==> src/cmle_pkg.sv <==
`default_nettype none
// ----------------------------------------------------------------------------
// cmle_pkg
// Shared types and constants for the column mean line extractor.
// ----------------------------------------------------------------------------
package cmle_pkg;

    localparam int IMAGE_WIDTH  = 4096;
    localparam int FRAME_ROWS   = 4096;

    localparam int COL_W   = 12;
    localparam int ROW_W   = 12;
    localparam int LVL_W   = 8;
    localparam int RSUM_W  = 24;
    localparam int LSUM_W  = 20;
    localparam int CNT_W   = 13;
    localparam int QUO_W   = 12;
    localparam int STEP_W  = 4;

    // pixels per column stop at the image height, capped at 4096
    localparam int CNT_LIMIT_I = (FRAME_ROWS < 4096) ? FRAME_ROWS : 4096;
    localparam logic [CNT_W-1:0] CNT_LIMIT = CNT_W'(CNT_LIMIT_I);

    localparam int QUEUE_DEPTH = 4;
    localparam int QPTR_W      = 2;
    localparam int QCNT_W      = 3;

    typedef struct packed {
        logic [COL_W-1:0]  col;
        logic [RSUM_W-1:0] row_sum;
        logic [LSUM_W-1:0] lvl_sum;
        logic [CNT_W-1:0]  cnt;
        logic              eor;
    } t_job;

    // up to two closed groups per input transaction, oldest in job0
    typedef struct packed {
        logic wr0;
        logic wr1;
        t_job job0;
        t_job job1;
    } t_push;

    typedef enum logic [1:0] {
        BK_IDLE,
        BK_DIV,
        BK_DONE
    } t_back_state;

endpackage
`default_nettype wire

==> src/cmle_front.sv <==
`default_nettype none
// ----------------------------------------------------------------------------
// cmle_front
// Accumulates row sum, level sum and count of the open column; pushes a job
// for every closed group into the queue.
// ----------------------------------------------------------------------------
module cmle_front
    import cmle_pkg::*;
(
    input  wire logic             i_clk,
    input  wire logic             i_rst_n,
    input  wire logic             i_tvalid,
    output logic                  o_tready,
    input  wire logic [COL_W-1:0] i_col,
    input  wire logic [ROW_W-1:0] i_row,
    input  wire logic [LVL_W-1:0] i_lvl,
    input  wire logic             i_last,
    input  wire logic             i_room,
    output t_push                 o_push
);

    logic [COL_W-1:0]  r_col,     n_col;
    logic [RSUM_W-1:0] r_row_sum, n_row_sum;
    logic [LSUM_W-1:0] r_lvl_sum, n_lvl_sum;
    logic [CNT_W-1:0]  r_cnt,     n_cnt;

    logic              accept;
    logic              close;
    logic [RSUM_W-1:0] base_row;
    logic [LSUM_W-1:0] base_lvl;
    logic [CNT_W-1:0]  base_cnt;
    logic [RSUM_W-1:0] grp_row;
    logic [LSUM_W-1:0] grp_lvl;
    logic [CNT_W-1:0]  grp_cnt;
    t_job              old_job;
    t_job              new_job;

    assign o_tready = i_room;
    assign accept   = i_tvalid && i_room;
    assign close    = (r_cnt != '0) && (i_col != r_col);

    always_comb begin
        base_row = close ? '0 : r_row_sum;
        base_lvl = close ? '0 : r_lvl_sum;
        base_cnt = close ? '0 : r_cnt;
        // drop the pixel once the column is full
        if (base_cnt < CNT_LIMIT) begin
            grp_row = base_row + RSUM_W'(i_row);
            grp_lvl = base_lvl + LSUM_W'(i_lvl);
            grp_cnt = base_cnt + CNT_W'(1);
        end else begin
            grp_row = base_row;
            grp_lvl = base_lvl;
            grp_cnt = base_cnt;
        end

        old_job = '{col: r_col, row_sum: r_row_sum, lvl_sum: r_lvl_sum,
                    cnt: r_cnt, eor: !i_last};
        new_job = '{col: i_col, row_sum: grp_row, lvl_sum: grp_lvl,
                    cnt: grp_cnt, eor: 1'b1};

        o_push.wr0  = accept && (close || i_last);
        o_push.wr1  = accept && close && i_last;
        o_push.job0 = close ? old_job : new_job;
        o_push.job1 = new_job;

        n_col     = r_col;
        n_row_sum = r_row_sum;
        n_lvl_sum = r_lvl_sum;
        n_cnt     = r_cnt;
        if (accept) begin
            n_col = i_col;
            if (i_last) begin
                n_row_sum = '0;
                n_lvl_sum = '0;
                n_cnt     = '0;
            end else begin
                n_row_sum = grp_row;
                n_lvl_sum = grp_lvl;
                n_cnt     = grp_cnt;
            end
        end
    end

    always_ff @(posedge i_clk) begin
        if (!i_rst_n) begin
            r_col     <= '0;
            r_row_sum <= '0;
            r_lvl_sum <= '0;
            r_cnt     <= '0;
        end else begin
            r_col     <= n_col;
            r_row_sum <= n_row_sum;
            r_lvl_sum <= n_lvl_sum;
            r_cnt     <= n_cnt;
        end
    end

endmodule
`default_nettype wire

==> src/cmle_queue.sv <==
`default_nettype none
// ----------------------------------------------------------------------------
// cmle_queue
// Small job queue with two write slots and one read slot per cycle.
// ----------------------------------------------------------------------------
module cmle_queue
    import cmle_pkg::*;
(
    input  wire logic  i_clk,
    input  wire logic  i_rst_n,
    input  wire t_push i_push,
    output logic       o_room,
    input  wire logic  i_pop,
    output logic       o_nonempty,
    output t_job       o_head
);

    t_job              r_mem [QUEUE_DEPTH];
    logic [QPTR_W-1:0] r_wp, n_wp;
    logic [QPTR_W-1:0] r_rp, n_rp;
    logic [QCNT_W-1:0] r_count, n_count;
    logic [QPTR_W-1:0] wp_next;

    assign wp_next    = r_wp + QPTR_W'(1);
    assign o_room     = r_count <= QCNT_W'(QUEUE_DEPTH - 2);
    assign o_nonempty = r_count != '0;
    assign o_head     = r_mem[r_rp];

    always_comb begin
        n_wp    = r_wp + QPTR_W'(i_push.wr0) + QPTR_W'(i_push.wr1);
        n_rp    = r_rp + QPTR_W'(i_pop);
        n_count = r_count + QCNT_W'(i_push.wr0) + QCNT_W'(i_push.wr1)
                  - QCNT_W'(i_pop);
    end

    always_ff @(posedge i_clk) begin
        if (i_push.wr0) begin
            r_mem[r_wp] <= i_push.job0;
        end
        if (i_push.wr1) begin
            r_mem[wp_next] <= i_push.job1;
        end
    end

    always_ff @(posedge i_clk) begin
        if (!i_rst_n) begin
            r_wp    <= '0;
            r_rp    <= '0;
            r_count <= '0;
        end else begin
            r_wp    <= n_wp;
            r_rp    <= n_rp;
            r_count <= n_count;
        end
    end

`ifndef SYNTHESIS
    a_count_bound: assert property (@(posedge i_clk) disable iff (!i_rst_n)
        r_count <= QCNT_W'(QUEUE_DEPTH))
        else $error("queue count beyond depth");

    a_pop_nonempty: assert property (@(posedge i_clk) disable iff (!i_rst_n)
        i_pop |-> r_count != '0)
        else $error("pop from empty queue");

    a_second_slot: assert property (@(posedge i_clk) disable iff (!i_rst_n)
        i_push.wr1 |-> i_push.wr0)
        else $error("second slot written without first");
`endif

endmodule
`default_nettype wire

==> src/cmle_back.sv <==
`default_nettype none
// ----------------------------------------------------------------------------
// cmle_back
// Divides both sums of a job by its count, one quotient bit per cycle,
// rounds half to even and holds the result in an output register.
// ----------------------------------------------------------------------------
module cmle_back
    import cmle_pkg::*;
(
    input  wire logic             i_clk,
    input  wire logic             i_rst_n,
    input  wire logic             i_nonempty,
    input  wire t_job             i_head,
    output logic                  o_pop,
    output logic                  o_tvalid,
    input  wire logic             i_tready,
    output logic [COL_W-1:0]      o_col,
    output logic [ROW_W-1:0]      o_row_mean,
    output logic [LVL_W-1:0]      o_lvl_mean,
    output logic                  o_eor
);

    t_back_state       r_state, n_state;
    logic [STEP_W-1:0] r_step;
    logic [RSUM_W-1:0] r_row_rem;
    logic [LSUM_W-1:0] r_lvl_rem;
    logic [RSUM_W-1:0] r_dsh;
    logic [CNT_W-1:0]  r_den;
    logic [QUO_W-1:0]  r_row_q;
    logic [QUO_W-1:0]  r_lvl_q;
    logic [COL_W-1:0]  r_job_col;
    logic              r_job_eor;

    logic              r_out_valid;
    logic [COL_W-1:0]  r_out_col;
    logic [ROW_W-1:0]  r_out_row;
    logic [LVL_W-1:0]  r_out_lvl;
    logic              r_out_eor;

    logic              load_job;
    logic              div_step;
    logic              load_out;
    logic              row_ge;
    logic              lvl_ge;
    logic [CNT_W:0]    row_twice;
    logic [CNT_W:0]    lvl_twice;
    logic [CNT_W:0]    den_ext;
    logic              row_up;
    logic              lvl_up;

    always_comb begin
        n_state = r_state;
        unique case (r_state)
            BK_IDLE: if (i_nonempty) n_state = BK_DIV;
            BK_DIV:  if (r_step == '0) n_state = BK_DONE;
            BK_DONE: if (!r_out_valid || i_tready) n_state = BK_IDLE;
            default: n_state = BK_IDLE;
        endcase
    end

    always_comb begin
        load_job = 1'b0;
        div_step = 1'b0;
        load_out = 1'b0;
        unique case (r_state)
            BK_IDLE: load_job = i_nonempty;
            BK_DIV:  div_step = 1'b1;
            BK_DONE: load_out = !r_out_valid || i_tready;
            default: ;
        endcase
    end

    assign o_pop = load_job;

    assign row_ge = r_row_rem >= r_dsh;
    assign lvl_ge = RSUM_W'(r_lvl_rem) >= r_dsh;

    // remainders are below the count here, so their low bits suffice
    assign den_ext   = {1'b0, r_den};
    assign row_twice = {r_row_rem[CNT_W-1:0], 1'b0};
    assign lvl_twice = {r_lvl_rem[CNT_W-1:0], 1'b0};
    assign row_up    = (row_twice > den_ext) || ((row_twice == den_ext) && r_row_q[0]);
    assign lvl_up    = (lvl_twice > den_ext) || ((lvl_twice == den_ext) && r_lvl_q[0]);

    always_ff @(posedge i_clk) begin
        if (!i_rst_n) begin
            r_state <= BK_IDLE;
        end else begin
            r_state <= n_state;
        end
    end

    always_ff @(posedge i_clk) begin
        if (load_job) begin
            r_step    <= STEP_W'(QUO_W - 1);
            r_row_rem <= i_head.row_sum;
            r_lvl_rem <= i_head.lvl_sum;
            r_den     <= i_head.cnt;
            r_dsh     <= RSUM_W'(i_head.cnt) << (QUO_W - 1);
            r_row_q   <= '0;
            r_lvl_q   <= '0;
            r_job_col <= i_head.col;
            r_job_eor <= i_head.eor;
        end else if (div_step) begin
            r_step  <= r_step - STEP_W'(1);
            r_dsh   <= r_dsh >> 1;
            r_row_q <= {r_row_q[QUO_W-2:0], row_ge};
            r_lvl_q <= {r_lvl_q[QUO_W-2:0], lvl_ge};
            if (row_ge) begin
                r_row_rem <= r_row_rem - r_dsh;
            end
            if (lvl_ge) begin
                r_lvl_rem <= r_lvl_rem - r_dsh[LSUM_W-1:0];
            end
        end
    end

    always_ff @(posedge i_clk) begin
        if (!i_rst_n) begin
            r_out_valid <= 1'b0;
        end else if (load_out) begin
            r_out_valid <= 1'b1;
        end else if (i_tready) begin
            r_out_valid <= 1'b0;
        end
    end

    always_ff @(posedge i_clk) begin
        if (load_out) begin
            r_out_col <= r_job_col;
            r_out_row <= r_row_q + ROW_W'(row_up);
            r_out_lvl <= r_lvl_q[LVL_W-1:0] + LVL_W'(lvl_up);
            r_out_eor <= r_job_eor;
        end
    end

    assign o_tvalid   = r_out_valid;
    assign o_col      = r_out_col;
    assign o_row_mean = r_out_row;
    assign o_lvl_mean = r_out_lvl;
    assign o_eor      = r_out_eor;

`ifndef SYNTHESIS
    a_pop_idle: assert property (@(posedge i_clk) disable iff (!i_rst_n)
        o_pop |=> r_state == BK_DIV && r_step == STEP_W'(QUO_W - 1))
        else $error("job taken without starting division");

    a_nonzero_den: assert property (@(posedge i_clk) disable iff (!i_rst_n)
        r_state == BK_DIV |-> r_den != '0)
        else $error("division by a zero count");

    a_out_hold: assert property (@(posedge i_clk) disable iff (!i_rst_n)
        r_state == BK_DONE && r_out_valid && !i_tready |=> r_state == BK_DONE)
        else $error("result lost while output stalled");
`endif

endmodule
`default_nettype wire

==> src/column_mean_line_extractor_unit.sv <==
`default_nettype none
// Path: an item that closes a group gives its result through the queue pop, the
// 12 divider steps and the rounding into the output register.
// Throughput: one item per cycle into the front while the job queue has room;
// each result holds the shared bit-serial divider in the back until it is registered.
// Reset: synchronous, active low; clears the open group, queue and output.
// ----------------------------------------------------------------------------
// column_mean_line_extractor_unit
// Per-column mean row and mean level of the pixels of a frame.
// ----------------------------------------------------------------------------
module column_mean_line_extractor_unit
    import cmle_pkg::*;
(
    input  wire logic        i_clk,
    input  wire logic        i_rst_n,
    input  wire logic        i_s_axis_tvalid,
    output logic             o_s_axis_tready,
    input  wire logic [31:0] i_s_axis_tdata,  // column[11:0], row[23:12], level[31:24]
    input  wire logic        i_s_axis_tlast,  // last_pixel
    output logic             o_m_axis_tvalid,
    input  wire logic        i_m_axis_tready,
    output logic [31:0]      o_m_axis_tdata,  // out_column[11:0], row_mean[23:12],
                                              // level_mean[31:24]
    output logic             o_m_axis_tlast   // end_of_run
);

    t_push            push;
    logic             room;
    logic             pop;
    logic             nonempty;
    t_job             head;
    logic [COL_W-1:0] out_col;
    logic [ROW_W-1:0] out_row;
    logic [LVL_W-1:0] out_lvl;

    cmle_front u_front (
        .i_clk    (i_clk),
        .i_rst_n  (i_rst_n),
        .i_tvalid (i_s_axis_tvalid),
        .o_tready (o_s_axis_tready),
        .i_col    (i_s_axis_tdata[11:0]),
        .i_row    (i_s_axis_tdata[23:12]),
        .i_lvl    (i_s_axis_tdata[31:24]),
        .i_last   (i_s_axis_tlast),
        .i_room   (room),
        .o_push   (push)
    );

    cmle_queue u_queue (
        .i_clk      (i_clk),
        .i_rst_n    (i_rst_n),
        .i_push     (push),
        .o_room     (room),
        .i_pop      (pop),
        .o_nonempty (nonempty),
        .o_head     (head)
    );

    cmle_back u_back (
        .i_clk      (i_clk),
        .i_rst_n    (i_rst_n),
        .i_nonempty (nonempty),
        .i_head     (head),
        .o_pop      (pop),
        .o_tvalid   (o_m_axis_tvalid),
        .i_tready   (i_m_axis_tready),
        .o_col      (out_col),
        .o_row_mean (out_row),
        .o_lvl_mean (out_lvl),
        .o_eor      (o_m_axis_tlast)
    );

    assign o_m_axis_tdata = {out_lvl, out_row, out_col};

endmodule
`default_nettype wire

==> config.mk <==
export PLATFORM = sky130hd
export DESIGN_NAME = column_mean_line_extractor_unit
export DESIGN_NICKNAME = d
export VERILOG_FILES = /design/src/cmle_pkg.sv /design/src/cmle_front.sv /design/src/cmle_queue.sv /design/src/cmle_back.sv /design/src/column_mean_line_extractor_unit.sv
export SDC_FILE = /design/constraint.sdc
export NUM_CORES = 1
export LEC_CHECK = 0
export ABC_AREA = 1
export BUFFER_PORTS_ARGS = -buffer_cell sky130_fd_sc_hd__buf_2
export CORE_ASPECT_RATIO = 1.4
export CORE_UTILIZATION = 49
export DETAILED_ROUTE_END_ITERATION = 8
export PLACE_DENSITY_LB_ADDON = 0.25
export SLEW_MARGIN = 5
export SYNTH_ARGS = -nofsm -noshare
export SYNTH_HDL_FRONTEND = slang
export SYNTH_SLANG_ARGS = --single-unit
==> constraint.sdc <==
create_clock -name i_clk -period 5.3 [get_ports i_clk]
set_clock_uncertainty 0.1 [all_clocks]
set_input_delay 1.59 -clock i_clk [delete_from_list [all_inputs] [get_ports i_clk]]
set_output_delay 1.59 -clock i_clk [all_outputs]
set_load 0.02 [all_outputs]
==> run summary <==
Hold depth: 0
CTS tree: built
Post-route minimum period: 4.52 ns
Synth Register Bits: 510
Setup Buffers After CTS: 0
Cts repair resizes: 0
WHS Endpoint: u_back.o_col[6]$_DFFE_PP_
Final setup violation count: 0
Status: completed
Clk root buf: clkbuf_16
Total track usage: 28.0%
Die Ht: 283 um
Leak: 13.0 nW
Number of max-cap violations: 0
Fin nets: 3,427
Number of global-route vias before repair: 22,400
Core Util, Final: 54.9%
Data required time at the worst endpoint: 5.48 ns
GRT overflow: 0
Via count: 23,300
Largest net degree at the start of global routing: 94
Worst R2R Setup Slack: 0.78 ns
Syn nets: 3,403
Dominant cell type by area after synthesis: edfxtp_1
Peak VDD IR: 0.000373 V
RSZ-0062 raised after global routing: false
Final instance area: 30,500 um^2
Critical Path End Type: register
Yosys Warn Count: 0
Post-synth EDFFs: 392
Cell Pwr Density: 511 nW/um^2
H-Tree Depth: 2
Die width: 203 um
Post-DP Area: 28,800 um^2
Register area share after synthesis: 51.2%
GP Congestion: 0.931
Diodes inserted: 0
Reg area: 14,100 um^2
Reg-to-reg critical path startpoint: u_back.r_lvl_rem[0]$_DFFE_PP_
First-pass GRT wire length: 123,000 um
Syn_area_per_cell: 8.45 um^2
Syn-to-layout area delta: 10.4%
Layout cells sized above 1: 8.94%
Setup TNS: 0 ns
Starting Density: 49.7%
Routed WL per cell: 19.9 um
Crit path launch type: register
Longest Clk Path Bufs: 3
Initial antenna violation count: 0
# fillers: 4,952
Least-Margin Pin Slew: 0.953 ns
Die ar.: 57,300 um^2
Vias per cell: 5.73
Critical path class: reg2reg
Detail Placement HPWL: 52,800 um
Post-synth top area share: 42.6%
TritonRoute pass-1 iters: 6
I/O pin count: 72
Worst Reg-to-Reg Cells: 17
Fin. Hold Viols: 0
Pwr Total: 15.6 mW
Core ar.: 55,500 um^2
Crit share post-route: 85.2%
CTS buffer count: 50
Hold_ws: 0.319 ns
Critical path data arrival time: 4.69 ns
Slew Viols, Final: 0
CP Max Fanout: 16
TritonCTS Sinks: 510
Largest stage delay on the critical path: 0.43 ns
FP Rows: 102
Post-Syn Area: 27,600 um^2
Maximum clock rate: 221 MHz
Critical-path cell list: inv_1, ha_1, fa_1, nor2_1, nor2_1, nor2_1, nor2_1, o21ai_0, a21oi_1, inv_1, a21oi_1, o21ai_0, a31oi_1, o21bai_1, nand3_1, nand2_1, buf_4
Ys async rst share: 0%
Max-slew headroom: 36.5%
Hold bufs inserted after CTS: 0
Synth cell types: 63
Post-route antenna net violation count: 0
Hold path startpoint: u_back.r_job_col[6]$_DFFE_PP_
Total Wirelength: 81,000 um
Hold WC Path Type: reg2reg
Input/output buffers: 71
Cell count after synthesis: 3,267
Capturing point of the worst reg2reg path: u_back.r_lvl_rem[18]$_DFFE_PP_
Top post-synthesis cells by area: edfxtp_1 (43%), nand2_1 (11%), dfxtp_1 (8.6%), o21ai_0 (5.2%), inv_1 (4.8%)
CTS clk-pin slew, worst paths: 0.07 ns
Skew-Pair Late Insertion Delay: 0.63 ns
Critical path's slowest cell: o21ai_0
Most frequent CP cell: nor2_1
DR iter-0 viols: 2,248
DRC: 0
Post-synth top flop: edfxtp_1
Area occupied by multi-input gates: 11,500 um^2
## synth_stat cells, types with 4 or more instances
master      n
a21boi_0    4
a21o_1      7
a21oi_1   168
a21oi_2     4
a31oi_1     8
buf_1      15
buf_2      28
clkbuf_1  105
clkinv_1    4
dfxtp_1   118
edfxtp_1  392
fa_1        6
ha_1       93
inv_1     353
inv_2      18
nand2_1   793
nand2_2     8
nand3_1   178
nand3_2     8
nand3b_1    4
nand4_1    15
nor2_1    310
nor2_2     15
nor3_1     19
nor3_2      5
nor4_1      8
o21a_1      6
o21ai_0   286
o21ai_1    13
o21bai_1    8
o22ai_1   149
or2_2       6
xnor2_1    27
xor2_1     34
## flip-flops by register name, summed over array words and instances, names as in the netlist, 2 cells and up
| signal | flops |
|---|---|
| u_back.r_row_q | 12 |
| u_back.r_state | 2 |
| u_front.r_lvl_sum | 20 |
| u_back.r_lvl_rem | 20 |
| u_back.r_lvl_q | 8 |
| u_back.r_step | 4 |
| u_back.r_den | 13 |
| u_front.r_col | 12 |
| u_back.o_row_mean | 12 |
| u_back.o_lvl_mean | 8 |
| u_back.o_col | 12 |
| u_front.r_cnt | 13 |
| u_queue.r_rp | 2 |
| u_queue.r_count | 3 |
| u_back.r_job_col | 12 |
| u_queue.r_mem | 280 |
| u_back.r_row_rem | 24 |
| u_back.r_dsh | 24 |
| u_queue.r_wp | 2 |
| u_front.r_row_sum | 24 |
## logic make-up after synthesis
| group | share of synthesized area, % |
|---|---|
| and+or+nand+nor | 20.8 |
| buffers and inverters | 7.46 |
| adders and majority gates | 4.65 |
| AOI/OAI and AO/OA | 13.9 |
| DFF | 51.2 |
| xor gates and xnor gates | 1.94 |
## per-stage QoR
step | worst slack [ns] | cells
finish | 0.784 | 4061
global route | 0.610 | 4061
CTS | 0.827 | 4061
detailed placement | 0.359 | 3967
global placement | 0.446 | 3967
floorplan | 0.345 | 3267
## layout make-up
type	instances	area share, %
Tap cell	728	2.99
Timing Repair Buffer	125	2.70
Sequential cell	510	46.4
Multi-Input combinational cell	2228	37.7
Clock inverter	33	1.25
Inverter	376	4.65
Clock buffer	61	4.31
## critical path, delay by kind of cell (launching register included)
family                   cells  cell delay (ns)
flip-flops                   1             0.38
adder cells (fa/ha/maj)      2             0.60
buffers and inverters        3             0.52
AO/OA/AOI/OAI                6             1.51
AND/OR/NAND/NOR              6             1.03
## cells in the final DEF (no fill, tap or decap), drive strengths merged, types with 6 or more instances in the layout
cell type	synthesis	routed
a31oi	9	9
or2	7	7
edfxtp	392	392
nand4	15	15
inv	372	372
nand3	186	186
o22ai	149	149
ha	93	93
bufinv	0	6
nor3	26	26
buf	48	125
dfxtp	118	118
o21ai	302	302
xnor2	27	27
xor2	34	34
clkinv	4	26
fa	6	6
a21oi	172	172
clkbuf	105	61
nor2	328	328
nand2	801	801
nor4	10	10
o21bai	10	10
o21a	7	7
a21o	7	7
## worst max path at each step
stage | startpoint | end | slack [ns] | depth (start not counted)
after floorplan | i_s_axis_tdata[9] | u_queue.r_mem[1][10]$_DFFE_PP_ | 0.35 | 16
after global placement | i_s_axis_tdata[2] | u_queue.r_mem[1][46]$_DFFE_PP_ | 0.45 | 22
after detailed placement | i_s_axis_tdata[2] | u_queue.r_mem[3][54]$_DFFE_PP_ | 0.36 | 22
after CTS | u_back.r_lvl_rem[0]$_DFFE_PP_ | u_back.r_lvl_rem[18]$_DFFE_PP_ | 0.83 | 17
after global routing | u_back.r_lvl_rem[0]$_DFFE_PP_ | u_back.r_lvl_rem[18]$_DFFE_PP_ | 0.61 | 17
final | u_back.r_lvl_rem[0]$_DFFE_PP_ | u_back.r_lvl_rem[18]$_DFFE_PP_ | 0.78 | 17
## power breakdown
part	internal, mW	total, mW	switching [mW]	leakage, nW
clock network	2.08	3.70	1.62	0.810
registers	5.29	5.58	0.294	4.88
logic	1.89	6.28	4.39	7.32
total	9.25	15.6	6.31	13.0
## layer usage
metal | track usage (%) | share of wire [%] | routed length [um]
met1 | 33.2 | 38 | 30900
met2 | 48.9 | 49 | 39800
met3 | 3.93 | 7.8 | 6290
met4 | 15.3 | 5.0 | 4040
met5 | 0 | 0 | 0
Power figures use the tool's default switching activity.
